===== src/hw/rtl/mhf_pkg.sv =====
// Shared constants, types and CRC helper functions for the multicast hash filter.
`timescale 1ns / 1ps
`default_nettype none

package mhf_pkg;

    localparam int HASH_BITS_DEF = 9;
    localparam int HASH_BITS_MAX = 12;
    localparam int MAC_W         = 48;
    localparam int CMD_W         = 2;
    localparam int OUT_IDX_W     = 9;
    localparam int OUT_TDATA_W   = 16;
    localparam int CFG_IDX_W     = 1;

    // The table is held as words of 2**ROW_LSB_W bits.
    localparam int ROW_LSB_W     = 5;
    localparam int WORD_W        = 1 << ROW_LSB_W;
    localparam int ROW_MAX_W     = HASH_BITS_MAX - ROW_LSB_W;

    localparam logic [CMD_W-1:0] CMD_REBUILD = 2'd0;
    localparam logic [CMD_W-1:0] CMD_ADD     = 2'd1;
    localparam logic [CMD_W-1:0] CMD_TEST    = 2'd2;

    localparam logic [CFG_IDX_W-1:0] CFG_FILL_ALL  = 1'd0;
    localparam logic [CFG_IDX_W-1:0] CFG_BCAST_EN  = 1'd1;

    localparam logic [31:0]      CRC_POLY  = 32'hEDB88320;
    localparam logic [MAC_W-1:0] BCAST_MAC = 48'hFFFF_FFFF_FFFF;

    typedef logic [31:0][MAC_W-1:0] t_mask_mat;

    typedef struct packed {
        logic                 wr_en;
        logic [ROW_MAX_W-1:0] row;
        logic [WORD_W-1:0]    data;
        logic                 clear_all;
        logic                 base;
    } t_tbl_op;

    // Bit-serial reflected CRC-32 over the address, used at elaboration only.
    function automatic logic [31:0] crc_reg(input logic [MAC_W-1:0] mac);
        logic [31:0] crc;
        crc = '1;
        for (int i = 0; i < MAC_W; i++) begin
            if (crc[0] ^ mac[i]) begin
                crc = (crc >> 1) ^ CRC_POLY;
            end else begin
                crc = crc >> 1;
            end
        end
        return crc;
    endfunction

    // The CRC is affine in the address: each CRC bit is a constant XOR a parity
    // of address bits. Row j of the result selects the address bits of CRC bit j.
    function automatic t_mask_mat hash_masks();
        t_mask_mat   m;
        logic [31:0] base;
        logic [31:0] col;
        m    = '0;
        base = crc_reg('0);
        for (int i = 0; i < MAC_W; i++) begin
            col = crc_reg(MAC_W'(1) << i) ^ base;
            for (int j = 0; j < 32; j++) begin
                m[j][i] = col[j];
            end
        end
        return m;
    endfunction

endpackage

`default_nettype wire


===== src/hw/rtl/mhf_table.sv =====
// Hash table memory with per-row valid bits and a rebuild base value.
`timescale 1ns / 1ps
`default_nettype none

module mhf_table import mhf_pkg::*; #(
    parameter int HASH_BITS = HASH_BITS_DEF
) (
    input  wire logic                            i_clk,
    input  wire logic                            i_rst_n,
    input  wire logic                            i_rd_en,
    input  wire logic [HASH_BITS-ROW_LSB_W-1:0]  i_rd_row,
    output logic      [WORD_W-1:0]               o_rd_word,
    input  wire t_tbl_op                         i_op
);

    localparam int ROW_W = HASH_BITS - ROW_LSB_W;
    localparam int DEPTH = 1 << ROW_W;

    logic [WORD_W-1:0] r_mem [DEPTH];
    logic [DEPTH-1:0]  r_valid;
    logic [DEPTH-1:0]  n_valid;
    logic              r_base;
    logic [WORD_W-1:0] r_rd_data;
    logic              r_rd_valid;
    logic [ROW_W-1:0]  wr_row;

    assign wr_row = i_op.row[ROW_W-1:0];

    always_comb begin
        n_valid = r_valid;
        if (i_op.clear_all) begin
            n_valid = '0;
        end
        if (i_op.wr_en) begin
            n_valid[wr_row] = 1'b1;
        end
    end

    always_ff @(posedge i_clk) begin
        if (i_rd_en) begin
            r_rd_data <= r_mem[i_rd_row];
        end
        if (i_op.wr_en) begin
            r_mem[wr_row] <= i_op.data;
        end
    end

    always_ff @(posedge i_clk) begin
        if (!i_rst_n) begin
            r_valid    <= '0;
            r_base     <= 1'b0;
            r_rd_valid <= 1'b0;
        end else begin
            r_valid <= n_valid;
            if (i_op.clear_all) begin
                r_base <= i_op.base;
            end
            if (i_rd_en) begin
                r_rd_valid <= r_valid[i_rd_row];
            end
        end
    end

    // A row not written since the last rebuild reads as the rebuild value.
    assign o_rd_word = r_rd_valid ? r_rd_data : {WORD_W{r_base}};

endmodule

`default_nettype wire


===== src/hw/rtl/multicast_hash_filter.sv =====
// Top level of the multicast hash filter: CRC hashing, command control and output stage.
//
// Items enter on the s_axis channel: tdata carries the 48-bit address and
// tuser the command (rebuild, add or test). Each item gives exactly one
// result on the m_axis channel with the address's hash index and the table
// bit at that index after the command. Two registers, fill_all and
// broadcast_enable, are written through the cfg channel; the user must
// write them only while no item is in flight, as the block itself does
// not enforce it. The cfg channel is always ready. The hash is a parallel
// XOR network over the address. An accepted item reads its table word
// at the accept edge; in the execute state, once the output register is
// free, the word is modified, written back and the result is loaded into
// the output register. No new item is taken while one is in the execute
// state. A rebuild clears all rows at once through per-row valid bits.
// Reset empties the table and leaves fill_all at 0 and broadcast_enable
// at 1. While the receiver stalls, the result waits in the output register
// and one more item can be taken and held until it drains.
`timescale 1ns / 1ps
`default_nettype none

module multicast_hash_filter import mhf_pkg::*; #(
    parameter int HASH_BITS = HASH_BITS_DEF
) (
    input  wire logic                    i_clk,
    input  wire logic                    i_rst_n,
    input  wire logic                    s_axis_tvalid,
    output logic                         s_axis_tready,
    input  wire logic [MAC_W-1:0]        s_axis_tdata,   // [47:0] mac
    input  wire logic [CMD_W-1:0]        s_axis_tuser,   // [1:0] cmd
    output logic                         m_axis_tvalid,
    input  wire logic                    m_axis_tready,
    output logic      [OUT_TDATA_W-1:0]  m_axis_tdata,   // [8:0] hash_index, [9] hit
    input  wire logic                    i_cfg_valid,
    output logic                         o_cfg_ready,
    input  wire logic [CFG_IDX_W-1:0]    i_cfg_index,
    input  wire logic                    i_cfg_data
);

    localparam int ROW_W = HASH_BITS - ROW_LSB_W;

    localparam t_mask_mat   HASH_MASK  = hash_masks();
    localparam logic [31:0] HASH_INIT  = crc_reg('0);
    localparam logic [31:0] BCAST_CRC  = crc_reg(BCAST_MAC);
    localparam logic [HASH_BITS-1:0] BCAST_H = BCAST_CRC[HASH_BITS-1:0];

    localparam logic ST_IDLE = 1'b0;
    localparam logic ST_EXEC = 1'b1;

    logic                 r_state;
    logic [CMD_W-1:0]     r_cmd;
    logic [HASH_BITS-1:0] r_hash;
    logic                 r_fill_all;
    logic                 r_bcast_en;
    logic                 r_out_valid;
    logic [OUT_IDX_W-1:0] r_out_index;
    logic                 r_out_hit;

    logic [HASH_BITS-1:0] hash_now;
    logic                 accept;
    logic                 out_free;
    logic                 done;
    logic [WORD_W-1:0]    tbl_word;
    logic [WORD_W-1:0]    bit_mask;
    logic                 cur_bit;
    logic                 n_hit;
    t_tbl_op              tbl_op;

    always_comb begin
        for (int j = 0; j < HASH_BITS; j++) begin
            hash_now[j] = HASH_INIT[j] ^ (^(s_axis_tdata & HASH_MASK[j]));
        end
    end

    assign s_axis_tready = (r_state == ST_IDLE);
    assign accept        = s_axis_tvalid && s_axis_tready;
    assign out_free      = !r_out_valid || m_axis_tready;
    assign done          = (r_state == ST_EXEC) && out_free;
    assign o_cfg_ready   = 1'b1;

    mhf_table #(
        .HASH_BITS (HASH_BITS)
    ) u_table (
        .i_clk     (i_clk),
        .i_rst_n   (i_rst_n),
        .i_rd_en   (accept),
        .i_rd_row  (hash_now[HASH_BITS-1:ROW_LSB_W]),
        .o_rd_word (tbl_word),
        .i_op      (tbl_op)
    );

    assign bit_mask = WORD_W'(1) << r_hash[ROW_LSB_W-1:0];
    assign cur_bit  = tbl_word[r_hash[ROW_LSB_W-1:0]];

    always_comb begin
        tbl_op = '0;
        n_hit  = cur_bit;
        case (r_cmd)
            CMD_REBUILD: begin
                tbl_op.clear_all = done;
                tbl_op.base      = r_fill_all;
                if (!r_fill_all && r_bcast_en) begin
                    tbl_op.wr_en = done;
                    tbl_op.row   = ROW_MAX_W'(BCAST_H[HASH_BITS-1:ROW_LSB_W]);
                    tbl_op.data  = WORD_W'(1) << BCAST_H[ROW_LSB_W-1:0];
                end
                n_hit = r_fill_all || (r_bcast_en && (r_hash == BCAST_H));
            end
            CMD_ADD: begin
                if (!r_fill_all) begin
                    tbl_op.wr_en = done;
                    tbl_op.row   = ROW_MAX_W'(r_hash[HASH_BITS-1:ROW_LSB_W]);
                    tbl_op.data  = tbl_word | bit_mask;
                    n_hit        = 1'b1;
                end
            end
            default: begin
                n_hit = cur_bit;
            end
        endcase
    end

    always_ff @(posedge i_clk) begin
        if (accept) begin
            r_cmd  <= s_axis_tuser;
            r_hash <= hash_now;
        end
        if (done) begin
            r_out_index <= OUT_IDX_W'(r_hash);
            r_out_hit   <= n_hit;
        end
    end

    always_ff @(posedge i_clk) begin
        if (!i_rst_n) begin
            r_state     <= ST_IDLE;
            r_out_valid <= 1'b0;
            r_fill_all  <= 1'b0;
            r_bcast_en  <= 1'b1;
        end else begin
            if (accept) begin
                r_state <= ST_EXEC;
            end else if (done) begin
                r_state <= ST_IDLE;
            end
            if (done) begin
                r_out_valid <= 1'b1;
            end else if (m_axis_tready) begin
                r_out_valid <= 1'b0;
            end
            if (i_cfg_valid && o_cfg_ready) begin
                case (i_cfg_index)
                    CFG_FILL_ALL: r_fill_all <= i_cfg_data;
                    CFG_BCAST_EN: r_bcast_en <= i_cfg_data;
                    default: ;
                endcase
            end
        end
    end

    assign m_axis_tvalid = r_out_valid;
    assign m_axis_tdata  = OUT_TDATA_W'({r_out_hit, r_out_index});

    assert property (@(posedge i_clk) disable iff (!i_rst_n)
        accept |=> (r_state == ST_EXEC) && !m_axis_tvalid || (r_state == ST_EXEC))
        else $error("Accepted item did not enter the execute state.");

    assert property (@(posedge i_clk) disable iff (!i_rst_n)
        (done && (r_cmd == CMD_ADD) && !r_fill_all) |=> (m_axis_tvalid && m_axis_tdata[OUT_IDX_W]))
        else $error("Added address does not report its table bit as set.");

    assert property (@(posedge i_clk) disable iff (!i_rst_n)
        (done && (r_cmd == CMD_REBUILD) && r_fill_all) |=> m_axis_tdata[OUT_IDX_W])
        else $error("Fill-all rebuild reported a clear table bit.");

    assert property (@(posedge i_clk) disable iff (!i_rst_n)
        done |=> (m_axis_tdata[OUT_IDX_W-1:0] == $past(OUT_IDX_W'(r_hash))))
        else $error("Reported hash index differs from the item's hash.");

    assert property (@(posedge i_clk) disable iff (!i_rst_n)
        (tbl_op.wr_en || tbl_op.clear_all) |-> done)
        else $error("Table modified outside the write-back cycle.");

endmodule

`default_nettype wire


===== config.mk =====
export PLATFORM = sky130hd
export DESIGN_NAME = multicast_hash_filter
export DESIGN_NICKNAME = d
export VERILOG_FILES = /design/src/hw/rtl/mhf_pkg.sv /design/src/hw/rtl/mhf_table.sv /design/src/hw/rtl/multicast_hash_filter.sv
export SDC_FILE = /design/constraint.sdc
export NUM_CORES = 1
export LEC_CHECK = 0
export ABC_AREA = 1
export BUFFER_PORTS_ARGS = -buffer_cell sky130_fd_sc_hd__buf_2
export CORE_UTILIZATION = 35
export DETAILED_ROUTE_END_ITERATION = 7
export GPL_TIMING_DRIVEN = 0
export HOLD_SLACK_MARGIN = 0.02
export RECOVER_POWER = 25
export SETUP_SLACK_MARGIN = 0.05
export SLEW_MARGIN = 20
export SYNTH_ARGS = -nofsm -noshare
export SYNTH_HDL_FRONTEND = slang
export SYNTH_SLANG_ARGS = --single-unit
export TNS_END_PERCENT = 5

===== constraint.sdc =====
create_clock -name i_clk -period 6.72 [get_ports i_clk]
set_input_delay 1.344 -clock i_clk [delete_from_list [all_inputs] [get_ports i_clk]]
set_output_delay 1.344 -clock i_clk [all_outputs]
set_load 0.02 [all_outputs]

==> results.py <==
metrics = {
    "outcome": {
        "status": "finished with violations",
        "violations": "design-rule violations, max-capacitance violations, max-slew violations",
    },
    "placement": {
        "globalplace.congestion": 0.9425,
        "io_buffer_count": 66,
        "dp_hpwl_um": 53470,
        "placed_area_mm2": 0.02814,
        "place_ws_ns": 2.416,
        "dp_cells": 3191,
    },
    "sta": {
        "fin_crit_sh_pct": 55.78,
        "tightestPinTransition_ns": 2.012,
        "setup_viol": 0,
        "drv_slew": 30,
        "finalHoldViolCount": 0,
        "maxSlewHeadroom_pct": -34.61,
        "grt_setup_unrepaired": "false",
        "period_minus_slack_ns": 3.749,
        "fin_setup_tns_ns": 0,
        "holdWs_ns": 0.4938,
        "fmax_mhz": 266.8,
        "finClkSkew_ns": 0.02523,
        "fin_ws_ns": 2.971,
    },
    "synthesis": {
        "synth_seq_cells": 587,
        "synthMuxAreaShare_pct": 0,
        "yosysWarnings": 0,
        "synth_top_cells_by_area": "edfxtp_1 (65%), o211ai_1 (6.2%), nand2_1 (3.6%), nor2_1 (2.8%), o21ai_0 (2.6%)",
        "postSynth.topFlopCell": "edfxtp_1",
        "synth.avg_cell_area_um2": 12.14,
        "synth_top_family_by_area": "compound AO/OA/AOI/OAI gates",
        "synth_enable_flop_cells": 565,
        "synthArstFlopShare_pct": 0,
        "synth_top_area_cell": "edfxtp_1",
        "yosys.area_share.simple_pct": 11.24,
        "synthDistinctLibCells": 44,
        "syn_area_mm2": 0.02600,
        "synth-compound-area-share_pct": 12.86,
        "synth_adder_area_share_pct": 0,
        "synth_top_cell_area_share_pct": 65.26,
        "yosysSeqAreaShare_pct": 66.96,
        "syn_inst": 2141,
        "synth_xor_area_share_pct": 3.614,
    },
    "detailed_routing": {
        "vias": 17760,
        "drc": 2,
        "ant_nets": 0,
        "routedWlPerCell_um": 23.46,
        "viasPerCell": 5.391,
        "routed_wl_um": 77290,
        "drt_iter0_markers": 1804,
        "first_pass_iters": 7,
    },
    "clock_tree": {
        "cts.sinks": 587,
        "insertion_delay_ns": 0.64,
        "cts_buffers": 57,
        "cts_tree": "yes",
        "cts.repair.resized": 0,
        "ctsLongestPathBuffers": 3,
        "cts-root-buf": "clkbuf_16",
        "clk_pin_slew_ns": 0.06,
        "postCtsHoldBufs": 0,
        "cts_setup_buffers": 0,
        "htree_levels": 2,
    },
    "layout": {
        "drive_gt1_share_pct": 15.07,
        "multi_input_area_mm2": 0.007383,
        "final_nets": 2348,
        "fin_area_mm2": 0.02997,
        "layoutNonFillerInstCount": 3295,
        "insertedDiodeCount": 0,
        "syn_to_final_growth_pct": 15.28,
        "seq_area_mm2": 0.01741,
        "n_fill_cell": 6782,
        "fin_util_pct": 40.94,
    },
    "global_route": {
        "grt_max_degree": 23,
        "antenna_found_initial": 2,
        "grt_pass1_wl_um": 114100,
        "gr-usage-all-layers_pct": 20.49,
        "grt_overflow_total": 0,
        "grt_pass1_vias": 17890,
    },
    "setup_path": {
        "worstSetupStartpoint": "r_cmd[1]",
        "path_max_fanout": 19,
        "timing.rr.start": "r_cmd[1]",
        "worstPathArrival_ns": 4.07,
        "critical_path_class": "reg -> reg",
        "reg2regPathDepth": 10,
        "startpoint_type": "register",
        "critPathRequiredTime_ns": 7.04,
        "crit_path_end_kind": "register",
    },
    "power_and_ir_drop": {
        "pwr_density_cell_mw_per_mm2": 381.1,
        "finalPower_mw": 11.42,
        "vdd_ir_drop_max_mv": 0.2315,
        "p_leak_nw": 10.41,
    },
    "min_path": {
        "hold_depth": 2,
        "min-delay-start": "u_table.r_valid[12]",
        "min_path_type": "reg -> reg",
    },
    "floorplanning": {
        "die_height_um": 274.5,
        "io_pins": 76,
        "dieArea_mm2": 0.07537,
        "row_count": 99,
        "core-area_mm2": 0.07321,
        "die_w_um": 274.5,
        "initial_core_util_pct": 35.51,
    },
    "flow_run": {
        "drv_cap": 3,
    },
}
[metal layers]
| layer | vias to the layer above | track usage, % | wire (um) | part of all wire, % |
|---|---|---|---|---|
| met2 | 713 | 35.22 | 37940 | 49 |
| li1 | 8019 | - | - | - |
| met4 | 0 | 6.901 | 2455 | 3.2 |
| met5 | - | 0 | 0 | 0 |
| met3 | 142 | 3.046 | 5108 | 6.6 |
| met1 | 8888 | 26.38 | 31790 | 41 |
[kinds of logic (layout without fill, tap and decap cells)]
kind of cell / Yosys count / after routing
flip-flops: 587 / 587
other: 2 / 7
AND/OR/NAND/NOR: 665 / 665
buffers and inverters: 296 / 486
XOR/XNOR: 103 / 103
AO/OA/AOI/OAI: 488 / 488
[cells in the mapped netlist, types with 3 or more instances]
library cell	instances
edfxtp_1	565
nand2_1	247
o211ai_1	213
nor2_1	191
inv_1	148
o21ai_0	137
nand3_1	119
a21oi_1	75
buf_2	59
xor2_1	59
o211ai_2	44
clkbuf_1	40
xnor2_1	39
or2_1	34
dfxtp_1	22
or2_0	18
nand4_1	16
buf_4	15
or2_2	15
buf_6	14
inv_2	9
nor3_1	8
a31oi_1	7
nand2_2	6
nand3b_1	6
o22ai_1	5
buf_1	3
clkbuf_2	3
clkinv_1	3
xnor2_2	3
[where the power goes]
group / switching [mW] / internal [mW]
logic: 2.64 / 1.01
clock network: 1.42 / 1.96
registers: 0.0836 / 4.31
total: 4.14 / 7.28
[area by class of cell]
cell class,instances,area share [%]
well taps,959,4.004
plain buffers,136,2.593
flip-flops and latches,587,58.08
clock buffers,62,4.893
multi-input cells,1263,24.64
inverters,160,2.004
clock inverters,42,1.637
repair buffers,86,2.150
[critical path, stage by stage (launching register included)]
cell and delay (ns):
edfxtp_1 0.41, nor2_1 0.25, nand3_1 0.19, inv_1 0.18, nor2_1 0.08, nor2_1 0.13, nand2_1 0.08, nor3_1 0.15
inv_1 0.16, nor2_1 1.50, buf_12 0.28
[cells in the final DEF, fill, tap and decap left out, types with 7 or more instances in the layout]
cell type	n
o211ai_2	44
nor2_4	12
clkbuf_1	67
a21oi_2	15
clkbuf_16	58
conb_1	7
or2_1	34
buf_6	14
nand3_1	119
buf_2	109
or2_2	15
bufinv_16	10
nor3_1	8
dfxtp_1	22
xor2_1	59
clkinv_1	20
a21oi_1	60
edfxtp_1	565
o21ai_0	137
o211ai_1	213
nand4_1	16
buf_4	15
buf_12	14
inv_2	9
xnor2_1	40
nor2_1	179
or2_0	18
nand2_1	247
inv_1	148
[worst paths after layout]
path,endpoint,slack [ns]
min,u_table.r_valid[12],0.49
max reg2reg,u_table.r_mem[9][15],2.97
max,u_table.r_mem[9][15],2.97
min reg2reg,u_table.r_valid[12],0.49
[state kept, by name (all words and copies together) (netlist names), 2 cells and up]
signal / flops
r_cmd: 2
u_table.r_valid: 16
r_out_index: 9
u_table.r_rd_data: 32
r_hash: 9
u_table.r_mem: 512
Power figures use the tool's default switching activity.
